--- src/rtl/core/io_wd_pkg.sv ---
// ----------------------------------------------------------------------------
// io_wd_pkg : shared types and constants
// Word formats, action and status codes, register map, priority pick.
// ----------------------------------------------------------------------------
package io_wd_pkg;

  localparam int unsigned JOB_ID_BITS     = 16;
  localparam int unsigned WORKER_ID_BITS  = 5;
  localparam int unsigned DEPTH_BITS      = 6;
  localparam int unsigned QLOG2_BITS      = 3;
  localparam int unsigned PADDR_BITS      = 3;
  localparam int unsigned PDATA_BITS      = 32;
  localparam int unsigned WAKE_FANOUT     = 2;
  localparam int unsigned RING_DEPTH_DEF  = 64;
  localparam int unsigned MAX_WORKERS_DEF = 32;
  localparam logic [QLOG2_BITS-1:0] QLOG2_RESET = 3'd6;

  typedef enum logic [1:0] {
    ACT_SUBMIT,
    ACT_POLL,
    ACT_REGISTER,
    ACT_LEAVE
  } action_t;

  typedef enum logic [2:0] {
    ST_QUEUED,
    ST_SYNC_REOPEN,
    ST_SYNC_FULL,
    ST_TAKEN,
    ST_IDLE,
    ST_REGISTERED,
    ST_LEFT
  } status_t;

  typedef enum logic {
    REG_QUEUE_SIZE,
    REG_SINGLE_USER
  } reg_idx_t;

  typedef struct packed {
    action_t                   action;
    logic [JOB_ID_BITS-1:0]    job_id;
    logic                      can_reopen;
    logic                      batch_start;
    logic [WORKER_ID_BITS-1:0] worker_id;
  } in_word_t;

  typedef struct packed {
    status_t                   status;
    logic [JOB_ID_BITS-1:0]    out_job_id;
    logic                      wake_a_valid;
    logic [WORKER_ID_BITS-1:0] wake_a_worker;
    logic                      wake_b_valid;
    logic [WORKER_ID_BITS-1:0] wake_b_worker;
    logic [DEPTH_BITS-1:0]     queue_depth;
  } out_word_t;

  typedef struct packed {
    logic [QLOG2_BITS-1:0] queue_size_log2;
    logic                  single_user;
    logic                  clear_ptrs;
  } cfg_t;

  typedef struct packed {
    logic load;
    logic commit;
  } dp_cmd_t;

  typedef struct packed {
    logic       found;
    logic [5:0] idx;
  } pick_t;

  // lowest set bit of a 64-bit vector
  function automatic pick_t pick_lowest(input logic [63:0] v);
    pick_t p;
    p = '0;
    for (int i = 63; i >= 0; i--) begin
      if (v[i]) begin
        p.found = 1'b1;
        p.idx   = 6'(i);
      end
    end
    return p;
  endfunction

endpackage

--- src/rtl/core/io_work_dispatcher_core.sv ---
// A request word is registered when accepted, and its result word is registered
//   once the result register is free. The core takes no new request word until
//   the one it holds has been committed, so only one word is in flight at a time.
// Reset: synchronous, active low; ring empty, no worker idle, queue size 64,
//   single-user mode off. Ring contents are not cleared.
// ----------------------------------------------------------------------------
// io_work_dispatcher_core : job id dispatcher to a worker pool
// Ring FIFO of job ids with lowest-idle-worker wakeup, APB-style config port.
// ----------------------------------------------------------------------------
module io_work_dispatcher_core
  import io_wd_pkg::*;
#(
  parameter int unsigned RING_DEPTH  = RING_DEPTH_DEF,
  parameter int unsigned MAX_WORKERS = MAX_WORKERS_DEF
) (
  input  logic                  clk,
  input  logic                  rst_n,
  // request words
  input  logic                  in_valid,
  output logic                  in_stall,
  input  in_word_t              in_data,
  // result words
  output logic                  out_valid,
  input  logic                  out_stall,
  output out_word_t             out_data,
  // configuration
  input  logic                  psel,
  input  logic                  penable,
  input  logic                  pwrite,
  input  logic [PADDR_BITS-1:0] paddr,
  input  logic [PDATA_BITS-1:0] pwdata,
  output logic [PDATA_BITS-1:0] prdata,
  output logic                  pready
);

  cfg_t    cfg;
  dp_cmd_t cmd;

  // register 0 (queue size) at byte 0, register 1 (single user) at byte 4
  io_wd_cfg u_cfg (
    .clk     (clk),
    .rst_n   (rst_n),
    .psel    (psel),
    .penable (penable),
    .pwrite  (pwrite),
    .paddr   (paddr),
    .pwdata  (pwdata),
    .prdata  (prdata),
    .pready  (pready),
    .cfg     (cfg)
  );

  // sequencer: takes a word in idle, commits it when the result register
  // is empty or being drained this cycle
  io_wd_ctrl u_ctrl (
    .clk       (clk),
    .rst_n     (rst_n),
    .in_valid  (in_valid),
    .in_stall  (in_stall),
    .out_valid (out_valid),
    .out_stall (out_stall),
    .cmd       (cmd)
  );

  // datapath: ring, pointers, idle set, two priority picks, result register
  io_wd_dpath #(
    .RING_DEPTH  (RING_DEPTH),
    .MAX_WORKERS (MAX_WORKERS)
  ) u_dpath (
    .clk      (clk),
    .rst_n    (rst_n),
    .cmd      (cmd),
    .cfg      (cfg),
    .in_data  (in_data),
    .out_data (out_data)
  );

endmodule

--- src/rtl/core/io_wd_cfg.sv ---
// ----------------------------------------------------------------------------
// io_wd_cfg : configuration registers
// APB-style write/read of queue size and single-user mode.
// ----------------------------------------------------------------------------
module io_wd_cfg
  import io_wd_pkg::*;
(
  input  logic                  clk,
  input  logic                  rst_n,
  input  logic                  psel,
  input  logic                  penable,
  input  logic                  pwrite,
  input  logic [PADDR_BITS-1:0] paddr,
  input  logic [PDATA_BITS-1:0] pwdata,
  output logic [PDATA_BITS-1:0] prdata,
  output logic                  pready,
  output cfg_t                  cfg
);

  logic [QLOG2_BITS-1:0] qlog2_r;
  logic                  single_r;
  logic                  wr_en;
  reg_idx_t              idx;

  assign pready = 1'b1;
  assign wr_en  = psel && penable && pwrite;
  assign idx    = reg_idx_t'(paddr[2]);

  always_ff @(posedge clk) begin
    if (!rst_n) begin
      qlog2_r  <= QLOG2_RESET;
      single_r <= 1'b0;
    end else if (wr_en) begin
      case (idx)
        REG_QUEUE_SIZE:  qlog2_r  <= pwdata[QLOG2_BITS-1:0];
        REG_SINGLE_USER: single_r <= pwdata[0];
        default: ;
      endcase
    end
  end

  always_comb begin
    case (idx)
      REG_QUEUE_SIZE:  prdata = PDATA_BITS'(qlog2_r);
      REG_SINGLE_USER: prdata = PDATA_BITS'(single_r);
      default:         prdata = '0;
    endcase
  end

  // a size write empties the ring
  assign cfg.queue_size_log2 = qlog2_r;
  assign cfg.single_user     = single_r;
  assign cfg.clear_ptrs      = wr_en && (idx == REG_QUEUE_SIZE);

endmodule

--- src/rtl/core/io_wd_ctrl.sv ---
// ----------------------------------------------------------------------------
// io_wd_ctrl : request sequencer
// Accepts one word, commits it once the result register is free.
// ----------------------------------------------------------------------------
module io_wd_ctrl
  import io_wd_pkg::*;
(
  input  logic    clk,
  input  logic    rst_n,
  input  logic    in_valid,
  output logic    in_stall,
  output logic    out_valid,
  input  logic    out_stall,
  output dp_cmd_t cmd
);

  typedef enum logic {
    S_IDLE,
    S_EXEC
  } state_t;

  state_t state_r, state_nxt;
  logic   out_valid_r, out_valid_nxt;
  logic   out_free;

  assign in_stall  = (state_r != S_IDLE);
  assign out_valid = out_valid_r;
  assign out_free  = !out_valid_r || !out_stall;

  always_comb begin
    cmd           = '0;
    state_nxt     = state_r;
    out_valid_nxt = out_valid_r && out_stall;
    case (state_r)
      S_IDLE: begin
        if (in_valid) begin
          cmd.load  = 1'b1;
          state_nxt = S_EXEC;
        end
      end
      S_EXEC: begin
        if (out_free) begin
          cmd.commit    = 1'b1;
          out_valid_nxt = 1'b1;
          state_nxt     = S_IDLE;
        end
      end
      default: state_nxt = S_IDLE;
    endcase
  end

  always_ff @(posedge clk) begin
    if (!rst_n) begin
      state_r     <= S_IDLE;
      out_valid_r <= 1'b0;
    end else begin
      state_r     <= state_nxt;
      out_valid_r <= out_valid_nxt;
    end
  end

endmodule

--- src/rtl/core/io_wd_dpath.sv ---
// ----------------------------------------------------------------------------
// io_wd_dpath : ring store, pointers, idle set and result register
// One commit applies a submit, poll, register or leave.
// ----------------------------------------------------------------------------
module io_wd_dpath
  import io_wd_pkg::*;
#(
  parameter int unsigned RING_DEPTH  = RING_DEPTH_DEF,
  parameter int unsigned MAX_WORKERS = MAX_WORKERS_DEF
) (
  input  logic      clk,
  input  logic      rst_n,
  input  dp_cmd_t   cmd,
  input  cfg_t      cfg,
  input  in_word_t  in_data,
  output out_word_t out_data
);

  // largest power of two not above RING_DEPTH
  localparam int unsigned LG_MAX    = $clog2(RING_DEPTH + 1) - 1;
  localparam int unsigned PTR_W     = LG_MAX;
  localparam int unsigned MEM_DEPTH = 1 << PTR_W;
  localparam int unsigned DW        = (PTR_W > DEPTH_BITS) ? PTR_W : DEPTH_BITS;

  logic [JOB_ID_BITS-1:0] mem [MEM_DEPTH];
  logic [JOB_ID_BITS-1:0] rdata_r;
  in_word_t               req_r;
  out_word_t              out_r, out_nxt;
  logic [PTR_W-1:0]       wr_ptr_r, wr_ptr_nxt;
  logic [PTR_W-1:0]       rd_ptr_r, rd_ptr_nxt;
  logic [MAX_WORKERS-1:0] idle_r, idle_nxt;
  logic                   woken_r, woken_nxt;
  logic                   push;

  logic [QLOG2_BITS-1:0]  lg_raw;
  logic [3:0]             lg_eff;
  logic [PTR_W-1:0]       mask;

  assign lg_raw = (cfg.queue_size_log2 == '0) ? QLOG2_BITS'(1) : cfg.queue_size_log2;
  assign lg_eff = (4'(lg_raw) > 4'(LG_MAX)) ? 4'(LG_MAX) : 4'(lg_raw);

  always_comb begin
    for (int i = 0; i < PTR_W; i++) begin
      mask[i] = (i < int'(lg_eff));
    end
  end

  always_comb begin
    logic [MAX_WORKERS-1:0] wbit;
    logic [MAX_WORKERS-1:0] pool;
    logic [MAX_WORKERS-1:0] a_bit;
    logic [MAX_WORKERS-1:0] b_bit;
    logic [63:0]            a_hot;
    logic [63:0]            b_hot;
    logic [PTR_W-1:0]       wr_inc;
    logic [PTR_W-1:0]       rd_inc;
    logic [PTR_W-1:0]       left;
    logic [PTR_W-1:0]       depth;
    logic [DW-1:0]          depth_ext;
    logic                   empty;
    logic                   full;
    logic                   woken;
    pick_t                  pick_a;
    pick_t                  pick_b;

    for (int i = 0; i < MAX_WORKERS; i++) begin
      wbit[i] = (int'(req_r.worker_id) == i);
    end
    wr_inc = (wr_ptr_r + PTR_W'(1)) & mask;
    rd_inc = (rd_ptr_r + PTR_W'(1)) & mask;
    empty  = (wr_ptr_r == rd_ptr_r);
    full   = (wr_inc == rd_ptr_r);
    left   = (wr_ptr_r - rd_inc) & mask;

    // submit picks from the idle set, a poll first drops its own worker
    pool   = (req_r.action == ACT_SUBMIT) ? idle_r : (idle_r & ~wbit);
    pick_a = pick_lowest(64'(pool));
    a_hot  = 64'(1) << pick_a.idx;
    pick_b = pick_lowest(64'(pool) & ~a_hot);
    b_hot  = 64'(1) << pick_b.idx;
    a_bit  = a_hot[MAX_WORKERS-1:0];
    b_bit  = b_hot[MAX_WORKERS-1:0];

    wr_ptr_nxt = wr_ptr_r;
    rd_ptr_nxt = rd_ptr_r;
    idle_nxt   = idle_r;
    woken_nxt  = woken_r;
    push       = 1'b0;
    out_nxt    = '0;
    woken      = woken_r;

    case (req_r.action)
      ACT_SUBMIT: begin
        woken = req_r.batch_start ? 1'b0 : woken_r;
        if (cfg.single_user || !req_r.can_reopen) begin
          out_nxt.status = ST_SYNC_REOPEN;
        end else if (full) begin
          out_nxt.status = ST_SYNC_FULL;
        end else begin
          push           = 1'b1;
          wr_ptr_nxt     = wr_inc;
          out_nxt.status = ST_QUEUED;
          if (!woken && pick_a.found) begin
            woken                 = 1'b1;
            idle_nxt              = idle_r & ~a_bit;
            out_nxt.wake_a_valid  = 1'b1;
            out_nxt.wake_a_worker = pick_a.idx[WORKER_ID_BITS-1:0];
          end
        end
        woken_nxt = woken;
      end
      ACT_POLL: begin
        if (empty) begin
          idle_nxt       = idle_r | wbit;
          out_nxt.status = ST_IDLE;
        end else begin
          rd_ptr_nxt         = rd_inc;
          out_nxt.status     = ST_TAKEN;
          out_nxt.out_job_id = rdata_r;
          idle_nxt           = pool;
          if ((left != '0) && pick_a.found) begin
            out_nxt.wake_a_valid  = 1'b1;
            out_nxt.wake_a_worker = pick_a.idx[WORKER_ID_BITS-1:0];
            idle_nxt              = pool & ~a_bit;
            if ((32'(left) >= WAKE_FANOUT) && pick_b.found) begin
              out_nxt.wake_b_valid  = 1'b1;
              out_nxt.wake_b_worker = pick_b.idx[WORKER_ID_BITS-1:0];
              idle_nxt              = pool & ~a_bit & ~b_bit;
            end
          end
        end
      end
      ACT_REGISTER: begin
        idle_nxt       = idle_r | wbit;
        out_nxt.status = ST_REGISTERED;
      end
      ACT_LEAVE: begin
        idle_nxt       = idle_r & ~wbit;
        out_nxt.status = ST_LEFT;
      end
      default: out_nxt.status = ST_LEFT;
    endcase

    depth               = (wr_ptr_nxt - rd_ptr_nxt) & mask;
    depth_ext           = DW'(depth);
    out_nxt.queue_depth = depth_ext[DEPTH_BITS-1:0];
  end

  // ring store: one write, one registered read at the head
  always_ff @(posedge clk) begin
    if (cmd.commit && push) begin
      mem[wr_ptr_r] <= req_r.job_id;
    end
    rdata_r <= mem[rd_ptr_r];
  end

  always_ff @(posedge clk) begin
    if (cmd.load) begin
      req_r <= in_data;
    end
    if (cmd.commit) begin
      out_r <= out_nxt;
    end
  end

  always_ff @(posedge clk) begin
    if (!rst_n) begin
      wr_ptr_r <= '0;
      rd_ptr_r <= '0;
      idle_r   <= '0;
      woken_r  <= 1'b0;
    end else if (cfg.clear_ptrs) begin
      wr_ptr_r <= '0;
      rd_ptr_r <= '0;
    end else if (cmd.commit) begin
      wr_ptr_r <= wr_ptr_nxt;
      rd_ptr_r <= rd_ptr_nxt;
      idle_r   <= idle_nxt;
      woken_r  <= woken_nxt;
    end
  end

  assign out_data = out_r;

endmodule

--- config.mk ---
export PLATFORM = sky130hd
export DESIGN_NAME = io_work_dispatcher_core
export DESIGN_NICKNAME = d
export VERILOG_FILES = /design/src/rtl/core/io_wd_pkg.sv /design/src/rtl/core/io_work_dispatcher_core.sv /design/src/rtl/core/io_wd_cfg.sv /design/src/rtl/core/io_wd_ctrl.sv /design/src/rtl/core/io_wd_dpath.sv
export SDC_FILE = /design/constraint.sdc
export NUM_CORES = 1
export LEC_CHECK = 0
export ABC_AREA = 1
export BUFFER_PORTS_ARGS = -buffer_cell sky130_fd_sc_hd__buf_2
export CAP_MARGIN = 40
export CORE_MARGIN = 2
export CORE_UTILIZATION = 40
export DETAILED_ROUTE_END_ITERATION = 10
export HOLD_SLACK_MARGIN = 0.12
export SLEW_MARGIN = 20
export SYNTH_ARGS = -nofsm -noshare
export SYNTH_HDL_FRONTEND = slang
export SYNTH_HIERARCHICAL = 1
export SYNTH_SLANG_ARGS = --single-unit
--- constraint.sdc ---
create_clock -name clk -period 5.3 [get_ports clk]
set_input_delay 1.06 -clock clk [delete_from_list [all_inputs] [get_ports clk]]
set_output_delay 1.06 -clock clk [all_outputs]
set_load 0.1 [all_outputs]
==> results.md <==
* Detailed Place HPWL at 86100 µm
* Synth cell types at 49
* First drt pass iteration count at 5
* Transition time of the tightest slew-check pin at just over 0.9 ns
* EDFF count, synth at approximately 1100
* Final non-filler cell area at 57800 µm²
* CTS Buf Count at 114
* Die Y at 354 µm
* CTS tree: yes
* Commonest cells post-synth: edfxtp_1, nor2_1, o21ai_0
* Initial core utilization at 40.3%
* Synthesized area at 49000 µm²
* Mapped Cells at 4333
* DR top layer: met5
* DR vias/cell at 5.54
* Worst r2r src: u_dpath/req_r[2]
* Antenna viol nets, final at 0
* Clock power frac at 36.1%
* Met2 WL at 68900 µm
* Worst Setup End Kind: register
* Post-synth top flop: edfxtp_1
* Worst hold-check path type: input pin to register
* Mean cell area of the mapped netlist at 11.3 µm²
* First-pass GRT wire length at between 200000 and 250000 µm
* Share of post-route cells with drive strength above 1 at 16.9%
* Via Count at 35355
* Clk buf depth at 3
* FF-to-FF path depth at 71
* Cell Pwr Density at about 380 nW/µm²
* Final setup fails at 30
* Worst skew pair latency at approximately 0.73 ns
* Max incr delay on CP at 0.43 ns
* Die W at between 300 and 400 µm
* Number of synthesized register bits at between 1000 and 1500
* Final Hold Viols at 0
* Switch share at approximately 28%
* DP Worst Slack at -0.489 ns
* Fmax at 175 MHz
* Vias in the first global route at 32878
* Sequential area share after synthesis at 69.3%
* Core Footprint at 122000 µm²
* Cell area after placement at 53400 µm²
* Max H-tree Level at 3
* Worst path slowest cell: edfxtp_1
* Nets at 4751
* Maximum VDD drop at 278 µV
* CP arrival at 6.27 ns
* Min-delay src: in_data[9]
* Internal power at 15700 µW
* Initial antenna violation count at 5
* Tcrit/Tclk final at 108%
* Min cycle time layout at 5.70 ns
* Register share of total power at 46.5%
* I/O pin count at 139
* Switch Pwr at 6140 µW
* Worst-path clk slew at 0.06 ns
* Pin count of the biggest net entering global routing at 163
* Final setup margin at -0.403 ns
* Hold buffer count at cts at 0
* Final GP Congestion at 0.935
* LEAKAGE at slightly above 0.02 µW
* Failing checks: setup timing
* Crit path top cell by count: nand2_1
* Row Count at around 130
* Worst setup SP type: register
* Flop2flop setup slack at -0.40 ns
* Most numerous cell in the Yosys netlist: edfxtp_1
* Area contributors post-synth: edfxtp_1, o21ai_0, nor2_1, o22ai_1, dfxtp_1
* Hold Worst Slack at just over 0.5 ns
* Final Skew at around 0.05 ns
* Setup CP Type: register to register
* Met3 WL post-DR at 12300 µm
* Worst Hold End: u_dpath/req_r[9]
* Hold Path Depth at 1
* Die footprint at between 100000 and 150000 µm²
* Total congestion overflow at 0
* Worst path required time at ~5.9 ns
* Outcome: finished with violations
* Remaining routing DRC violations at 0
* Clock sinks at about 1200
* Max-capacitance violation count at 0
* Drt wl/cell at 23.0 µm
* Area leader, netlist: edfxtp_1
* Reg2reg end: u_dpath/idle_r[26]
* Area grow syn2layout at 17.8%
* Total track usage at 22.8%
* Pins over their slew limit at 0
* DR iter-0 viols at 3841
* Post-synth ARST share at 0%
* Clk root buf: clkbuf_16
* I/O Buffers at 77
* Logic pwr share at 17.4%
* Rel. slew slack at about two fifths
* WL met1 at a little over 60000 µm
* RSZ-0062 raised after global routing: true
* Synth warnings at 6
* CP max FO at 4
* WL final at between 100000 and 150000 µm
* Post-synth top area share at 66.5%
## placed cells by master, fill, tap and decap left out, types with 11 or more instances in the layout
| cell | instances |
|---|---|
| inv_1 | 200 |
| o21ai_0 | 655 |
| o21ai_2 | 12 |
| buf_2 | 79 |
| inv_2 | 16 |
| o21ai_1 | 23 |
| xor2_1 | 13 |
| nor2_2 | 24 |
| nand2_1 | 312 |
| o21bai_1 | 11 |
| nand3_2 | 15 |
| nand4_1 | 19 |
| a21oi_1 | 126 |
| o211ai_1 | 51 |
| o22ai_1 | 266 |
| a31oi_1 | 44 |
| nor2_1 | 812 |
| clkbuf_1 | 25 |
| buf_4 | 392 |
| nor2_4 | 18 |
| buf_12 | 13 |
| conb_1 | 30 |
| clkinv_1 | 22 |
| nand3_1 | 92 |
| nand2_2 | 31 |
| clkbuf_16 | 116 |
| nor3_1 | 11 |
| edfxtp_1 | 1086 |
| o221ai_1 | 46 |
| dfxtp_1 | 62 |
| clkinv_2 | 25 |
| ha_1 | 12 |
## power groups by stage
stage | combinational, µW | clock (µW) | sequential, µW
detailed placement | 3560 | 0 | 10400
global placement | 3540 | 0 | 10400
finish | 3800 | 7880 | 10200
CTS | 3610 | 8010 | 10200
floorplan | 1830 | 0 | 10600
global route | 4090 | 8360 | 10200
## routing by layer
layer	track usage, %	up-vias
li1	-	16366
met1	32.2	17337
met2	36.7	1449
met3	3.57	201
met4	6.19	2
met5	0	-
## what timing repair did
| item | in CTS | in global routing |
|---|---|---|
| pin swaps | 17 | 38 |
| cloned | 0 | 0 |
| gates resized for setup | 31 | 80 |
| endpoints found under the setup margin | 31 | 37 |
| buffers inserted | 10 | 16 |
## flip-flops by register name (all words and copies together), names as in the netlist
name              flops
u_dpath/mem        1024
u_dpath/out_data     37
u_dpath/idle_r       32
u_dpath/req_r        25
u_dpath/rdata_r      16
u_dpath/rd_ptr_r      6
u_dpath/wr_ptr_r      6
u_cfg/qlog2_r         3
u_cfg/single_r        1
u_ctrl/in_stall       1
u_ctrl/out_valid      1
u_dpath/woken_r       1
## cell families after synthesis
group / after synthesis / synth area share (%)
and+or+nand+nor: 1347 / 11.0
AOI/OAI and AO/OA: 1276 / 14.8
DFF: 1153 / 69.3
buffers and inverters: 528 / 4.30
adders and majority gates: 14 / 0.388
xor gates and xnor gates: 13 / 0.232
other: 2 / 0.0153
## critical path, delay by kind of cell (launching register included)
family / cells / cell delay (ns)
and+or+nand+nor: 62 / 4.04
buffers and inverters: 5 / 0.65
AOI/OAI and AO/OA: 4 / 0.46
DFF: 1 / 0.43
## cell type report
type                    count  area [µm²]
fillers                 10885       64000
clock inverters            61         616
clock buffers             144        3040
inverters                 226         870
multi-input cells        2680       13400
repair buffers            495        3790
well taps                1625        2030
flip-flops and latches   1153       34000
diodes                      1        2.50
## per-stage QoR
stage	utilization [%]	setup TNS, ns	instances	total power (µW)
floorplan	-	0	4361	12400
global placement	43.8	-12.59	6143	13900
detailed placement	43.9	-11.94	6147	13900
CTS	47.0	-10.64	6362	21800
global route	47.5	-32.15	6384	22600
finish	47.5	-8.84	6385	21800
## worst max path at each step
stage,start,to,cells after the start
detailed placement,u_dpath/req_r[1],u_dpath/idle_r[9],74
global placement,u_dpath/req_r[1],u_dpath/idle_r[7],75
finish,u_dpath/req_r[2],u_dpath/idle_r[26],71
CTS,u_dpath/req_r[1],u_dpath/idle_r[22],76
floorplan,u_dpath/req_r[1],u_dpath/idle_r[8],74
global route,u_dpath/req_r[1],u_dpath/idle_r[26],73
Power figures use the tool's default switching activity.
